<file path="config.mk">
export PLATFORM = sky130hd
export DESIGN_NAME = rc4_stream_cipher
export DESIGN_NICKNAME = d
export VERILOG_FILES = /design/src/rtl/rc4_pkg.sv /design/src/rtl/rc4_stream_cipher.sv /design/src/rtl/rc4_engine.sv
export VERILOG_INCLUDE_DIRS = /design/src /design/src/rtl
export SDC_FILE = /design/constraint.sdc
export NUM_CORES = 2
export LEC_CHECK = 0
export BUFFER_PORTS_ARGS = -buffer_cell sky130_fd_sc_hd__buf_2
export CAP_MARGIN = 10
export CORE_MARGIN = 1.5
export CORE_UTILIZATION = 40
export CTS_CLUSTER_SIZE = 40
export DETAILED_ROUTE_END_ITERATION = 8
export GPL_ROUTABILITY_DRIVEN = 0
export PLACE_DENSITY = 0.56
export SKIP_CTS_REPAIR_TIMING = 1
export SLEW_MARGIN = 20
export SYNTH_ARGS = -nofsm -noshare
export SYNTH_HDL_FRONTEND = slang
export SYNTH_SLANG_ARGS = --single-unit
export TNS_END_PERCENT = 5
</file>
<file path="constraint.sdc">
create_clock -name clk_i -period 6.2 [get_ports clk_i]
set_input_delay 0.62 -clock clk_i [delete_from_list [all_inputs] [get_ports clk_i]]
set_output_delay 0.62 -clock clk_i [all_outputs]
set_load 0.005 [all_outputs]
</file>
<file path="src/rtl/rc4_stream_cipher_macros.svh">
// ----------------------------------------------------------------------------
// RC4 stream cipher assertion macros
// Clocked property checks used by the RTL engine of the cipher.
// ----------------------------------------------------------------------------
`ifndef RC4_STREAM_CIPHER_MACROS_SVH
`define RC4_STREAM_CIPHER_MACROS_SVH

// Check a property on every rising edge of clk_i, reset included
`define RC4_ASSERT_ALWAYS(label, prop, msg) \
  label: assert property (@(posedge clk_i) (prop)) else $error(msg);

// Check a property on every rising edge of clk_i while rst_ni is released
`define RC4_ASSERT(label, prop, msg) \
  label: assert property (@(posedge clk_i) disable iff (!rst_ni) (prop)) else $error(msg);

`endif

</file>
<file path="src/rtl/rc4_pkg.sv">
// ----------------------------------------------------------------------------
// RC4 package
// Shared widths, codes and transfer structs of the RC4 stream cipher.
// ----------------------------------------------------------------------------
`default_nettype none

package rc4_pkg;

  // Fixed widths
  localparam int unsigned BYTE_W     = 8;
  localparam int unsigned PERM_AW    = 8;
  localparam int unsigned KEY_LEN_W  = 6;

  // Default key store depth and key length after reset
  localparam int unsigned         KEY_DEPTH_DEF = 32;
  localparam logic [KEY_LEN_W-1:0] KEY_LEN_RST  = 6'd16;

  // Last entry of the permutation
  localparam logic [PERM_AW-1:0] PERM_LAST = 8'hFF;

  // Item modes
  localparam logic MODE_KEY  = 1'b0;
  localparam logic MODE_DATA = 1'b1;

  // Accepted input item
  typedef struct packed {
    logic              mode;
    logic [BYTE_W-1:0] key_byte;
    logic [BYTE_W-1:0] data_byte;
  } rc4_cmd_t;

  // Result item
  typedef struct packed {
    logic [BYTE_W-1:0] out_byte;
    logic [BYTE_W-1:0] stream_byte;
    logic              not_keyed;
  } rc4_res_t;

  // Engine status toward the channel logic
  typedef struct packed {
    logic idle;
    logic res_valid;
  } rc4_stat_t;

endpackage

`default_nettype wire

</file>
<file path="src/rtl/rc4_stream_cipher.sv">
// ----------------------------------------------------------------------------
// RC4 stream cipher
// Loads a key byte by byte, runs the key schedule and encrypts or decrypts
// data bytes with the keystream.
// ----------------------------------------------------------------------------
//  channel   direction  handshake             payload
//  input     in         in_valid_i/in_stall_o mode_i, key_byte_i, data_byte_i
//  result    out        out_valid_o/out_stall_i out_byte_o, stream_byte_o,
//                                               not_keyed_o
//  config    in         cfg_we_i              cfg_wdata_i (key_length)
//
//  A key byte is stored on transfer; a keyed data byte reads S[i], then S[j],
//  then S[S[i]+S[j]], with the swap written back over the single write port
//  of the permutation memory; before keying a data byte passes through.
//  The byte that completes the key starts the schedule, with in_stall_o high:
//  an identity fill of all 256 entries, then mixing by read, swap and write back.
//  Reset clears indices, key count and the keyed flag; key_length returns to 16.
//  A result waits in the output register while the next item is taken in.
// ----------------------------------------------------------------------------
`default_nettype none

module rc4_stream_cipher #(
  parameter int unsigned KEY_DEPTH = rc4_pkg::KEY_DEPTH_DEF
) (
  input  logic                            clk_i,
  input  logic                            rst_ni,
  input  logic                            cfg_we_i,
  input  logic [rc4_pkg::KEY_LEN_W-1:0]   cfg_wdata_i,
  input  logic                            in_valid_i,
  output logic                            in_stall_o,
  input  logic                            mode_i,
  input  logic [rc4_pkg::BYTE_W-1:0]      key_byte_i,
  input  logic [rc4_pkg::BYTE_W-1:0]      data_byte_i,
  output logic                            out_valid_o,
  input  logic                            out_stall_i,
  output logic [rc4_pkg::BYTE_W-1:0]      out_byte_o,
  output logic [rc4_pkg::BYTE_W-1:0]      stream_byte_o,
  output logic                            not_keyed_o
);

  import rc4_pkg::*;

  logic [KEY_LEN_W-1:0] key_length_q;
  logic                 out_valid_q, out_valid_d;
  rc4_res_t             out_q;
  rc4_cmd_t             cmd;
  logic                 cmd_valid;
  logic                 res_ready;
  logic                 res_take;
  rc4_stat_t            stat;
  rc4_res_t             res;

  // Take an input transfer only while the engine is idle
  assign in_stall_o = !stat.idle;
  assign cmd_valid  = in_valid_i && !in_stall_o;
  assign cmd        = '{mode: mode_i, key_byte: key_byte_i, data_byte: data_byte_i};

  // Output register frees up when empty or when its transfer completes
  assign res_ready = !out_valid_q || !out_stall_i;
  assign res_take  = stat.res_valid && res_ready;

  rc4_engine #(
    .KEY_DEPTH(KEY_DEPTH)
  ) u_engine (
    .clk_i       (clk_i),
    .rst_ni      (rst_ni),
    .key_length_i(key_length_q),
    .cmd_valid_i (cmd_valid),
    .cmd_i       (cmd),
    .res_ready_i (res_ready),
    .stat_o      (stat),
    .res_o       (res)
  );

  always_comb begin
    if (res_take) begin
      out_valid_d = 1'b1;
    end else if (!out_stall_i) begin
      out_valid_d = 1'b0;
    end else begin
      out_valid_d = out_valid_q;
    end
  end

  // Key length register and result valid
  always_ff @(posedge clk_i or negedge rst_ni) begin
    if (!rst_ni) begin
      key_length_q <= KEY_LEN_RST;
      out_valid_q  <= 1'b0;
    end else begin
      if (cfg_we_i) begin
        key_length_q <= cfg_wdata_i;
      end
      out_valid_q <= out_valid_d;
    end
  end

  // Result payload, loaded when the engine hands over a result
  always_ff @(posedge clk_i) begin
    if (res_take) begin
      out_q <= res;
    end
  end

  assign out_valid_o   = out_valid_q;
  assign out_byte_o    = out_q.out_byte;
  assign stream_byte_o = out_q.stream_byte;
  assign not_keyed_o   = out_q.not_keyed;

endmodule

`default_nettype wire

</file>
<file path="src/rtl/rc4_engine.sv">
// ----------------------------------------------------------------------------
// RC4 engine
// Key store, permutation memory and the sequencer that runs the key
// schedule and the keystream generator by read, modify and write back.
// ----------------------------------------------------------------------------
`default_nettype none
`include "rc4_stream_cipher_macros.svh"

module rc4_engine #(
  parameter int unsigned KEY_DEPTH = rc4_pkg::KEY_DEPTH_DEF
) (
  input  logic                             clk_i,
  input  logic                             rst_ni,
  input  logic [rc4_pkg::KEY_LEN_W-1:0]    key_length_i,
  input  logic                             cmd_valid_i,
  input  rc4_pkg::rc4_cmd_t                cmd_i,
  input  logic                             res_ready_i,
  output rc4_pkg::rc4_stat_t               stat_o,
  output rc4_pkg::rc4_res_t                res_o
);

  import rc4_pkg::*;

  // Key count must hold KEY_DEPTH itself; the key index only the depth
  localparam int unsigned KCW = $clog2(KEY_DEPTH + 1);
  localparam int unsigned CW  = (KCW > KEY_LEN_W) ? KCW : KEY_LEN_W;
  localparam int unsigned KAW = (KEY_DEPTH > 1) ? $clog2(KEY_DEPTH) : 1;

  typedef enum logic [3:0] {
    ST_IDLE,
    ST_PASS,
    ST_FILL,
    ST_MIX_RD,
    ST_MIX_J,
    ST_MIX_WA,
    ST_MIX_WB,
    ST_GEN_J,
    ST_GEN_SWAP,
    ST_GEN_KS
  } state_e;

  state_e              state_q, state_d;
  logic [PERM_AW-1:0]  i_q, i_d;
  logic [PERM_AW-1:0]  j_q, j_d;
  logic [PERM_AW-1:0]  n_q, n_d;
  logic [KAW-1:0]      kidx_q, kidx_d;
  logic [CW-1:0]       key_cnt_q, key_cnt_d;
  logic [CW-1:0]       len_q, len_d;
  logic                keyed_q, keyed_d;

  logic [BYTE_W-1:0]   si_q, si_d;
  logic [BYTE_W-1:0]   sj_q, sj_d;
  logic [PERM_AW-1:0]  t_q, t_d;
  logic [BYTE_W-1:0]   data_q, data_d;

  logic [CW-1:0]       len_ext;
  logic [CW-1:0]       eff_len;
  logic [CW-1:0]       key_cnt_inc;
  logic [PERM_AW-1:0]  mix_j;
  logic [BYTE_W-1:0]   ks;

  // Permutation memory ports
  logic [BYTE_W-1:0]   perm_mem [2**PERM_AW];
  logic                perm_we;
  logic [PERM_AW-1:0]  perm_waddr;
  logic [BYTE_W-1:0]   perm_wdata;
  logic [PERM_AW-1:0]  perm_raddr;
  logic [BYTE_W-1:0]   perm_rdata_q;

  // Key store ports
  logic [BYTE_W-1:0]   key_mem [KEY_DEPTH];
  logic                key_we;
  logic [BYTE_W-1:0]   key_rdata_q;

  logic                res_valid;
  rc4_res_t            res;

  // Clamp the configured key length to 1 .. KEY_DEPTH
  assign len_ext = CW'(key_length_i);
  always_comb begin
    if (len_ext == '0) begin
      eff_len = CW'(1);
    end else if (len_ext > CW'(KEY_DEPTH)) begin
      eff_len = CW'(KEY_DEPTH);
    end else begin
      eff_len = len_ext;
    end
  end

  assign key_cnt_inc = key_cnt_q + CW'(1);
  assign mix_j       = j_q + perm_rdata_q + key_rdata_q;

  // Keystream byte: forward the two swap writes, which the read may miss
  always_comb begin
    if (t_q == j_q) begin
      ks = si_q;
    end else if (t_q == i_q) begin
      ks = sj_q;
    end else begin
      ks = perm_rdata_q;
    end
  end

  // Sequencer next state
  always_comb begin
    state_d    = state_q;
    i_d        = i_q;
    j_d        = j_q;
    n_d        = n_q;
    kidx_d     = kidx_q;
    key_cnt_d  = key_cnt_q;
    len_d      = len_q;
    keyed_d    = keyed_q;
    si_d       = si_q;
    sj_d       = sj_q;
    t_d        = t_q;
    data_d     = data_q;
    perm_we    = 1'b0;
    perm_waddr = n_q;
    perm_wdata = n_q;
    perm_raddr = t_q;
    key_we     = 1'b0;
    res_valid  = 1'b0;
    res        = '{out_byte: data_q, stream_byte: '0, not_keyed: 1'b1};

    case (state_q)
      ST_IDLE: begin
        if (cmd_valid_i) begin
          data_d = cmd_i.data_byte;
          if (cmd_i.mode == MODE_KEY) begin
            // Store the key byte; start the schedule once the key is complete
            key_we = 1'b1;
            if (key_cnt_inc >= eff_len) begin
              key_cnt_d = '0;
              len_d     = eff_len;
              n_d       = '0;
              state_d   = ST_FILL;
            end else begin
              key_cnt_d = key_cnt_inc;
            end
          end else if (keyed_q) begin
            // Advance i and fetch S[i]
            i_d        = i_q + PERM_AW'(1);
            perm_raddr = i_q + PERM_AW'(1);
            state_d    = ST_GEN_J;
          end else begin
            state_d = ST_PASS;
          end
        end
      end

      ST_PASS: begin
        res_valid = 1'b1;
        if (res_ready_i) begin
          state_d = ST_IDLE;
        end
      end

      ST_FILL: begin
        // Write the identity, one entry a cycle
        perm_we = 1'b1;
        n_d     = n_q + PERM_AW'(1);
        if (n_q == PERM_LAST) begin
          j_d     = '0;
          kidx_d  = '0;
          state_d = ST_MIX_RD;
        end
      end

      ST_MIX_RD: begin
        perm_raddr = n_q;
        state_d    = ST_MIX_J;
      end

      ST_MIX_J: begin
        // S[n] and the key byte are back; fetch S[j]
        si_d       = perm_rdata_q;
        j_d        = mix_j;
        perm_raddr = mix_j;
        if (CW'(kidx_q) == len_q - CW'(1)) begin
          kidx_d = '0;
        end else begin
          kidx_d = kidx_q + KAW'(1);
        end
        state_d = ST_MIX_WA;
      end

      ST_MIX_WA: begin
        perm_we    = 1'b1;
        perm_waddr = n_q;
        perm_wdata = perm_rdata_q;
        state_d    = ST_MIX_WB;
      end

      ST_MIX_WB: begin
        perm_we    = 1'b1;
        perm_waddr = j_q;
        perm_wdata = si_q;
        n_d        = n_q + PERM_AW'(1);
        if (n_q == PERM_LAST) begin
          i_d     = '0;
          j_d     = '0;
          keyed_d = 1'b1;
          state_d = ST_IDLE;
        end else begin
          state_d = ST_MIX_RD;
        end
      end

      ST_GEN_J: begin
        // S[i] is back; advance j and fetch S[j]
        si_d       = perm_rdata_q;
        j_d        = j_q + perm_rdata_q;
        perm_raddr = j_q + perm_rdata_q;
        state_d    = ST_GEN_SWAP;
      end

      ST_GEN_SWAP: begin
        // S[j] is back; write it to S[i] and fetch S[S[i] + S[j]]
        sj_d       = perm_rdata_q;
        perm_we    = 1'b1;
        perm_waddr = i_q;
        perm_wdata = perm_rdata_q;
        t_d        = si_q + perm_rdata_q;
        perm_raddr = si_q + perm_rdata_q;
        state_d    = ST_GEN_KS;
      end

      ST_GEN_KS: begin
        // Finish the swap and hold the result until the output takes it
        perm_we    = 1'b1;
        perm_waddr = j_q;
        perm_wdata = si_q;
        res_valid  = 1'b1;
        res        = '{out_byte: data_q ^ ks, stream_byte: ks, not_keyed: 1'b0};
        if (res_ready_i) begin
          state_d = ST_IDLE;
        end
      end

      default: begin
        state_d = ST_IDLE;
      end
    endcase
  end

  // Control state
  always_ff @(posedge clk_i or negedge rst_ni) begin
    if (!rst_ni) begin
      state_q   <= ST_IDLE;
      i_q       <= '0;
      j_q       <= '0;
      n_q       <= '0;
      kidx_q    <= '0;
      key_cnt_q <= '0;
      len_q     <= CW'(1);
      keyed_q   <= 1'b0;
    end else begin
      state_q   <= state_d;
      i_q       <= i_d;
      j_q       <= j_d;
      n_q       <= n_d;
      kidx_q    <= kidx_d;
      key_cnt_q <= key_cnt_d;
      len_q     <= len_d;
      keyed_q   <= keyed_d;
    end
  end

  // Working bytes
  always_ff @(posedge clk_i) begin
    si_q   <= si_d;
    sj_q   <= sj_d;
    t_q    <= t_d;
    data_q <= data_d;
  end

  // Permutation memory, one write and one registered read a cycle
  always_ff @(posedge clk_i) begin
    if (perm_we) begin
      perm_mem[perm_waddr] <= perm_wdata;
    end
    perm_rdata_q <= perm_mem[perm_raddr];
  end

  // Key store, written by key transfers and read by the schedule
  always_ff @(posedge clk_i) begin
    if (key_we) begin
      key_mem[key_cnt_q[KAW-1:0]] <= cmd_i.key_byte;
    end
    key_rdata_q <= key_mem[kidx_q];
  end

  assign stat_o = '{idle: (state_q == ST_IDLE), res_valid: res_valid};
  assign res_o  = res;

  `RC4_ASSERT(a_cmd_only_idle, cmd_valid_i |-> (state_q == ST_IDLE), "command while engine busy")
  `RC4_ASSERT(a_gen_latency, (cmd_valid_i && (cmd_i.mode == MODE_DATA) && keyed_q) |=> ##2 res_valid, "late keystream result")
  `RC4_ASSERT(a_key_cnt_range, key_cnt_q < CW'(KEY_DEPTH), "key count beyond key store")
  `RC4_ASSERT(a_keyed_sticky, !$fell(keyed_q), "keyed flag dropped")

endmodule

`default_nettype wire

</file>
# After elaboration in Yosys (flattened, before gate mapping)
# Memory sizes are Yosys's and may differ from the RTL's. A register that Yosys moved wholly into a read port is not among the register bits.
# Index checks and enable logic that the tools add are counted.
[totals]
ram_bits = 2304
word_cells = 126
out_inout_bits = 19
memories = 2
ff_bits = 102
in_bits = 28
[classes]
bitwise_logic = 2
muxes = 44
n_lt_le_gt_ge = 2
n_reduce_logical = 27
n_eq_ne = 24
n_addsub = 8
[mem_list]
columns = ["name", "depth", "word_bits", "read_ports", "rd_clocked_by_memory_dff", "wr", "line_no", "source"]
rows = [
  ["u_engine.perm_mem", 256, 8, 1, 1, 1, "rc4_engine.sv:63", "logic [BYTE_W-1:0] perm_mem [2**PERM_AW];"],
  ["u_engine.key_mem", 32, 8, 1, 1, 1, "rc4_engine.sv:71", "logic [BYTE_W-1:0] key_mem [KEY_DEPTH];"],
]
[ops]
columns = ["cell", "count"]
rows = [
  ["2-to-1 mux 8 bit", 12],
  ["one-hot mux 8 bit (2 select lines)", 4],
  ["one-hot mux 8 bit (5 select lines)", 1],
  ["one-hot mux 4 bit (9 select lines)", 1],
  ["adder 8 bit", 3],
  ["one-hot mux 8 bit (3 select lines)", 1],
  ["2-to-1 mux 4 bit", 5],
  ["2-to-1 mux 6 bit", 3],
  ["2-to-1 mux 17 bit", 1],
  ["adder 8 x 1 -> 8 bit (second input constant)", 2],
  ["== test 4 x 3 -> 1 bit (second input constant)", 4],
  ["== test 8 bit", 2],
  ["!= test 2 x 1 -> 1 bit (second input constant)", 7],
  ["AND reduction 4 bit", 3],
  ["2-to-1 mux 1 bit", 11],
  ["2-to-1 mux 5 bit", 2],
  ["one-hot mux 5 bit (2 select lines)", 1],
  ["OR reduction 2 bit", 5],
  ["== test 4 x 2 -> 1 bit (second input constant)", 2],
  ["== test 4 bit (second input constant)", 2],
  ["== test 8 bit (second input constant)", 1],
  ["AND reduction 2 bit", 4],
  ["bitwise XOR 8 bit", 1],
  ["adder 6 x 1 -> 6 bit (second input constant)", 1],
  ["21 further kinds", 28],
]

# Depth between registers and ports, before layout
[depth]
ltp_word = 8
depth_mapped = 20

# Modules after synthesis
# Synthesis repeated with hierarchy kept, for this count alone.
[unflattened]
cells_unflattened = 4974
area_unflattened_um2 = 95629.2
[by_module_without_submodules]
columns = ["mod", "area_per_inst_um2", "cells_per_inst", "seq_area_each_um2", "n_inst"]
rows = [
  ["rc4_engine", 94812.2, 4938, 71619.9, 1],
  ["rc4_stream_cipher", 817.0, 36, 686.9, 1],
]

# Worst setup path before layout
# Ideal clock, no wire load.
[synth_timing]
kind = "flip-flop to flip-flop"
from = "reg u_engine.state_q[0]"
to = "mem u_engine.perm_mem[0][0], data pin"
path_stages_with_launch = 10
required_ns = 5.430
slack_ns = 0.680
arrival_ns = 4.750
cell_sequence = "dfrtp_1 > buf_2 > clkbuf_1 > inv_1 > nor2_1 > nand2_1 > o21ai_1 > clkbuf_1 > a222oi_1 > inv_1"
[synth_via]
elab_chain_len = 3
word_cells_on_any_way = 7
classes_between = "eq/ne: 4; mux: 1; reduce/logical: 2"
[synth_lines]
columns = ["element", "line_no", "source"]
rows = [
  ["from (decl)", "rc4_engine.sv:42", "state_e state_q, state_d;"],
  ["from (signal assigned)", "rc4_engine.sv:259", "state_q <= state_d;"],
  ["== test 4 x 3 -> 1 bit or == test 4 bit (tied branches)", "rc4_engine.sv:126", "case (state_q)"],
  ["OR reduction 2 bit (no source line)", "--", ""],
  ["one-hot mux 8 bit (2 select lines) *", "rc4_engine.sv:126", ""],
  ["named net u_engine.perm_wdata[0]", "rc4_engine.sv:66", "logic [BYTE_W-1:0] perm_wdata;"],
  ["to (decl)", "rc4_engine.sv:63", ""],
]
# The timed path passes the listed nets; every way through them passes the cells marked *.

# Final worst setup path
[layout_timing]
from = "reg u_engine.j_q[0]"
to = "reg u_engine.perm_rdata_q[6] (read register of u_engine.perm_mem)"
[layout_via]
elab_chain_len = 3
[layout_lines]
columns = ["element", "line_no", "source"]
rows = [
  ["from (decl)", "rc4_engine.sv:44", "logic [PERM_AW-1:0] j_q, j_d;"],
  ["from (signal assigned)", "rc4_engine.sv:261", "j_q <= j_d;"],
  ["adder 8 bit *", "rc4_engine.sv:91, rc4_engine.sv:214", ""],
  ["adder 8 bit", "rc4_engine.sv:91", "assign mix_j = j_q + perm_rdata_q + key_rdata_q;"],
  ["one-hot mux 8 bit (5 select lines) *", "rc4_engine.sv:126", ""],
  ["to (decl)", "rc4_engine.sv:68", "logic [BYTE_W-1:0] perm_rdata_q;"],
]
# Mark *: on every way between the ends. The rest lies on a longest branch, timed or not.
# A chain may end at the register's enable or synchronous reset.

==> metrics.csv <==
metric,value,unit
crit path launch,u_engine.j_q[0],
Initial DRC Count,6704,
"Primary FF master, synth",edfxtp_1,
clock-pin slew of the registers on the worst-case setup and hold paths,0.07,ns
worst hold slack,0.00845,ns
data required time of the worst path,7.02,ns
synth unique cells,84,
share of layout cells above drive strength 1,14.4,%
register bit total from synthesis,2422,
"Slew Viols, Final",0,
crit path time final,6.18,ns
met3 usage,3.46,%
placed insts,9636,
Final nets,6753,
Setup CP Type,reg -> reg,
P&R area growth vs syn,13.5,%
CTS tree,yes,
cell breakdown of the critical path,ha_1 -> fa_1 -> inv_1 -> fa_1 -> or3_1 -> a21oi_1 -> nor3b_4 -> and2_4 -> buf_12 -> buf_12 -> a21oi_1 -> a221oi_1 -> o21ai_0 -> o21ai_1 -> o21ai_0 -> and3_1 -> a211oi_1,
fin cells,10100,
drt pass-1 iters,6,
ANT nets after route,0,
Async SR Flop Fraction,2.19,%
grt met1 use,31.3,%
Worst Hold Class,in -> reg,
Mapped Nets,6559,
Mapped Area,0.0977,sq mm
gr busiest metal,met2,
WL final,283000,um
H-tree depth,4,
height of the chip,497,um
"EDFF count, synth",2353,
Worst-Margin Slew,1.25,ns
Peak VDD IR,0.000511,V
Cell Pwr Density,499,mW/mm^2
final hold violations,0,
Via Count,58800,
Clock Tree Buf Depth,3,
clock sink total,2422,
core box area,0.243,sq mm
final period utilization,99.6,%
status,"complete, no violations",
Initial Utilization,40.2,%
hpwl dp,175000,um
CP arrival,7.00,ns
fmax,162,MHz
synth warn,0,
worst path buffer plus inverter count,3,
maxcap violations,0,
RSZ-0062 raised after global routing,no,
fill count,21200,
FF-to-FF setup slack,0.02,ns
gr usage total,22.5,%
syn avg cell area,15.0,sq um
worst-skew pair later-pin latency,0.92,ns
Worst setup EP type,flip-flop,
Reg-to-Reg Start,u_engine.j_q[0],
Die X,497,um
"delay-heaviest family, CP",compound AO/OA/AOI/OAI gates,
CTS Buf Count,235,
DR vias/cell,5.83,
I/O Buffers,46,
Die ar.,0.247,sq mm
vias in the first global route,56600,
M2 GR Usage,36.1,%
# IOs,47,
largest net degree at the start of global routing,163,
startpoint types,flip-flop,
Pwr Total,55.3,mW
DRC violations left,0,
Max transition margin,16.9,%
Lkg Pwr,36.3,nW
setup TNS,0,ns
worst-path maximum fanout,32,
hold_sp,cfg_we_i,
clock root cell,clkbuf_16,
first-pass GRT wire length,409000,um
post-synthesis cell count,6492,
initial antenna violation count,6,
Final setup violation count,0,
final clock skew,0.0867,ns
GR Overflow Total,0,
Crit-path slowest cell,a221oi_1,
WL/cell,28.1,um
register area share after synthesis,74.0,%
crit-path max cell delay,1.00,ns
Row Count,181,
[report_power, final]
| group | internal, mW | switching, mW |
|---|---|---|
| combinational | 5.61 | 14.1 |
| sequential | 21.0 | 0.448 |
| clock | 7.82 | 6.35 |
[layer usage]
| metal | wire, um | vias up |
|---|---|---|
| li1 | - | 25500 |
| met1 | 117000 | 30400 |
| met2 | 135000 | 2430 |
| met3 | 21400 | 440 |
| met4 | 9630 | 0 |
| met5 | 0 | - |
[path summary, 6_finish.rpt]
check | endpoint | depth (start not counted)
min | key_length_q[5] | 2
max reg2reg | u_engine.perm_rdata_q[6] | 17
max in group asynchronous | u_engine.kidx_q[0] | 3
min reg2reg | u_engine.key_cnt_q[5] | 2
min in group asynchronous | u_engine.key_cnt_q[1] | 3
max | u_engine.perm_rdata_q[6] | 17
[synthesized netlist by cell type, drive strengths merged, types with 19 or more instances]
library cell  count  area [sq um]
xor2             39           342
and3            195          1220
o22ai            90           563
a2111oi          19           173
a211oi          194          1470
a22oi            26           195
nand3           293          1480
a311oi           96           841
mux2i            83           831
edfxtp         2353         70700
nand2          1214          4560
mux4            217          4890
dfrtp            51          1280
nor2            378          1420
buf             242          1230
a32oi            26           228
ha               36           450
a21oi           144           721
nor3             39           205
clkbuf          188           706
a31oi           143           895
o21ai            95           475
inv              30           113
[through the flow]
stage	util (%)	cell area, sq um	worst slack [ns]
2_1_floorplan	-	97700	0.680
3_3_place_gp	42.4	103000	0.180
3_5_place_dp	42.4	103000	0.231
4_1_cts	45.6	111000	0.169
5_1_grt	45.6	111000	0.108
6_report	45.6	111000	0.0228
[placed cells by master, fill, tap and decap left out, drive strengths merged, types with 12 or more instances in the layout]
cell,instances
bufinv,20
o22ai,90
a31oi,143
mux2i,83
a32o,13
clkbuf,274
a211oi,194
dfxtp,16
a32oi,26
o21ai,95
xor2,39
nand4,14
and3,195
a2111oi,19
nor3,39
dfrtp,51
inv,35
o31ai,18
a311oi,96
clkinv,121
dlygate4sd3,15
buf,372
a21oi,144
nand2,1214
mux4,217
o211ai,17
a21o,14
nand3,293
o311ai,18
xnor2,18
nor2,378
mux2,13
ha,36
nand2b,12
edfxtp,2353
nor4,12
o221ai,14
a22oi,26
[registers in the layout, indices dropped and copies added (netlist names)]
signal                 count
key_length_q               6
not_keyed_o                1
out_byte_o                 8
out_valid_o                1
stream_byte_o              8
u_engine.data_q            8
u_engine.i_q               8
u_engine.j_q               8
u_engine.key_cnt_q         6
u_engine.key_mem         256
u_engine.key_rdata_q       8
u_engine.keyed_q           1
u_engine.kidx_q            5
u_engine.len_q             6
u_engine.n_q               8
u_engine.perm_mem       2048
u_engine.perm_rdata_q      8
u_engine.si_q              8
u_engine.sj_q              8
u_engine.state_q           4
u_engine.t_q               8
[logic make-up (layout without fill, tap and decap cells)]
logic type,after synthesis,count (layout),synth area share (%)
DFF,2422,2422,74.0
and+or+nand+nor,2218,2218,9.82
AOI/OAI and AO/OA,983,983,7.00
buffers and inverters,460,848,2.10
muxes,313,313,6.00
xor gates and xnor gates,57,57,0.511
adders and majority gates,39,39,0.523
other,0,2,0
[final cells by class]
class                   instances  area (sq um)  share of cell area (%)
diodes                          2          5.00                 0.00451
inverters                      30           173                   0.156
multi-input cells            3610         23400                    21.1
repair buffers                387          3320                    2.99
flip-flops and latches       2422         72300                    65.2
clock inverters               157          1600                    1.44
clock buffers                 274          6030                    5.44
well taps                    3202          4010                    3.61
(Power assumes the default switching activity.)
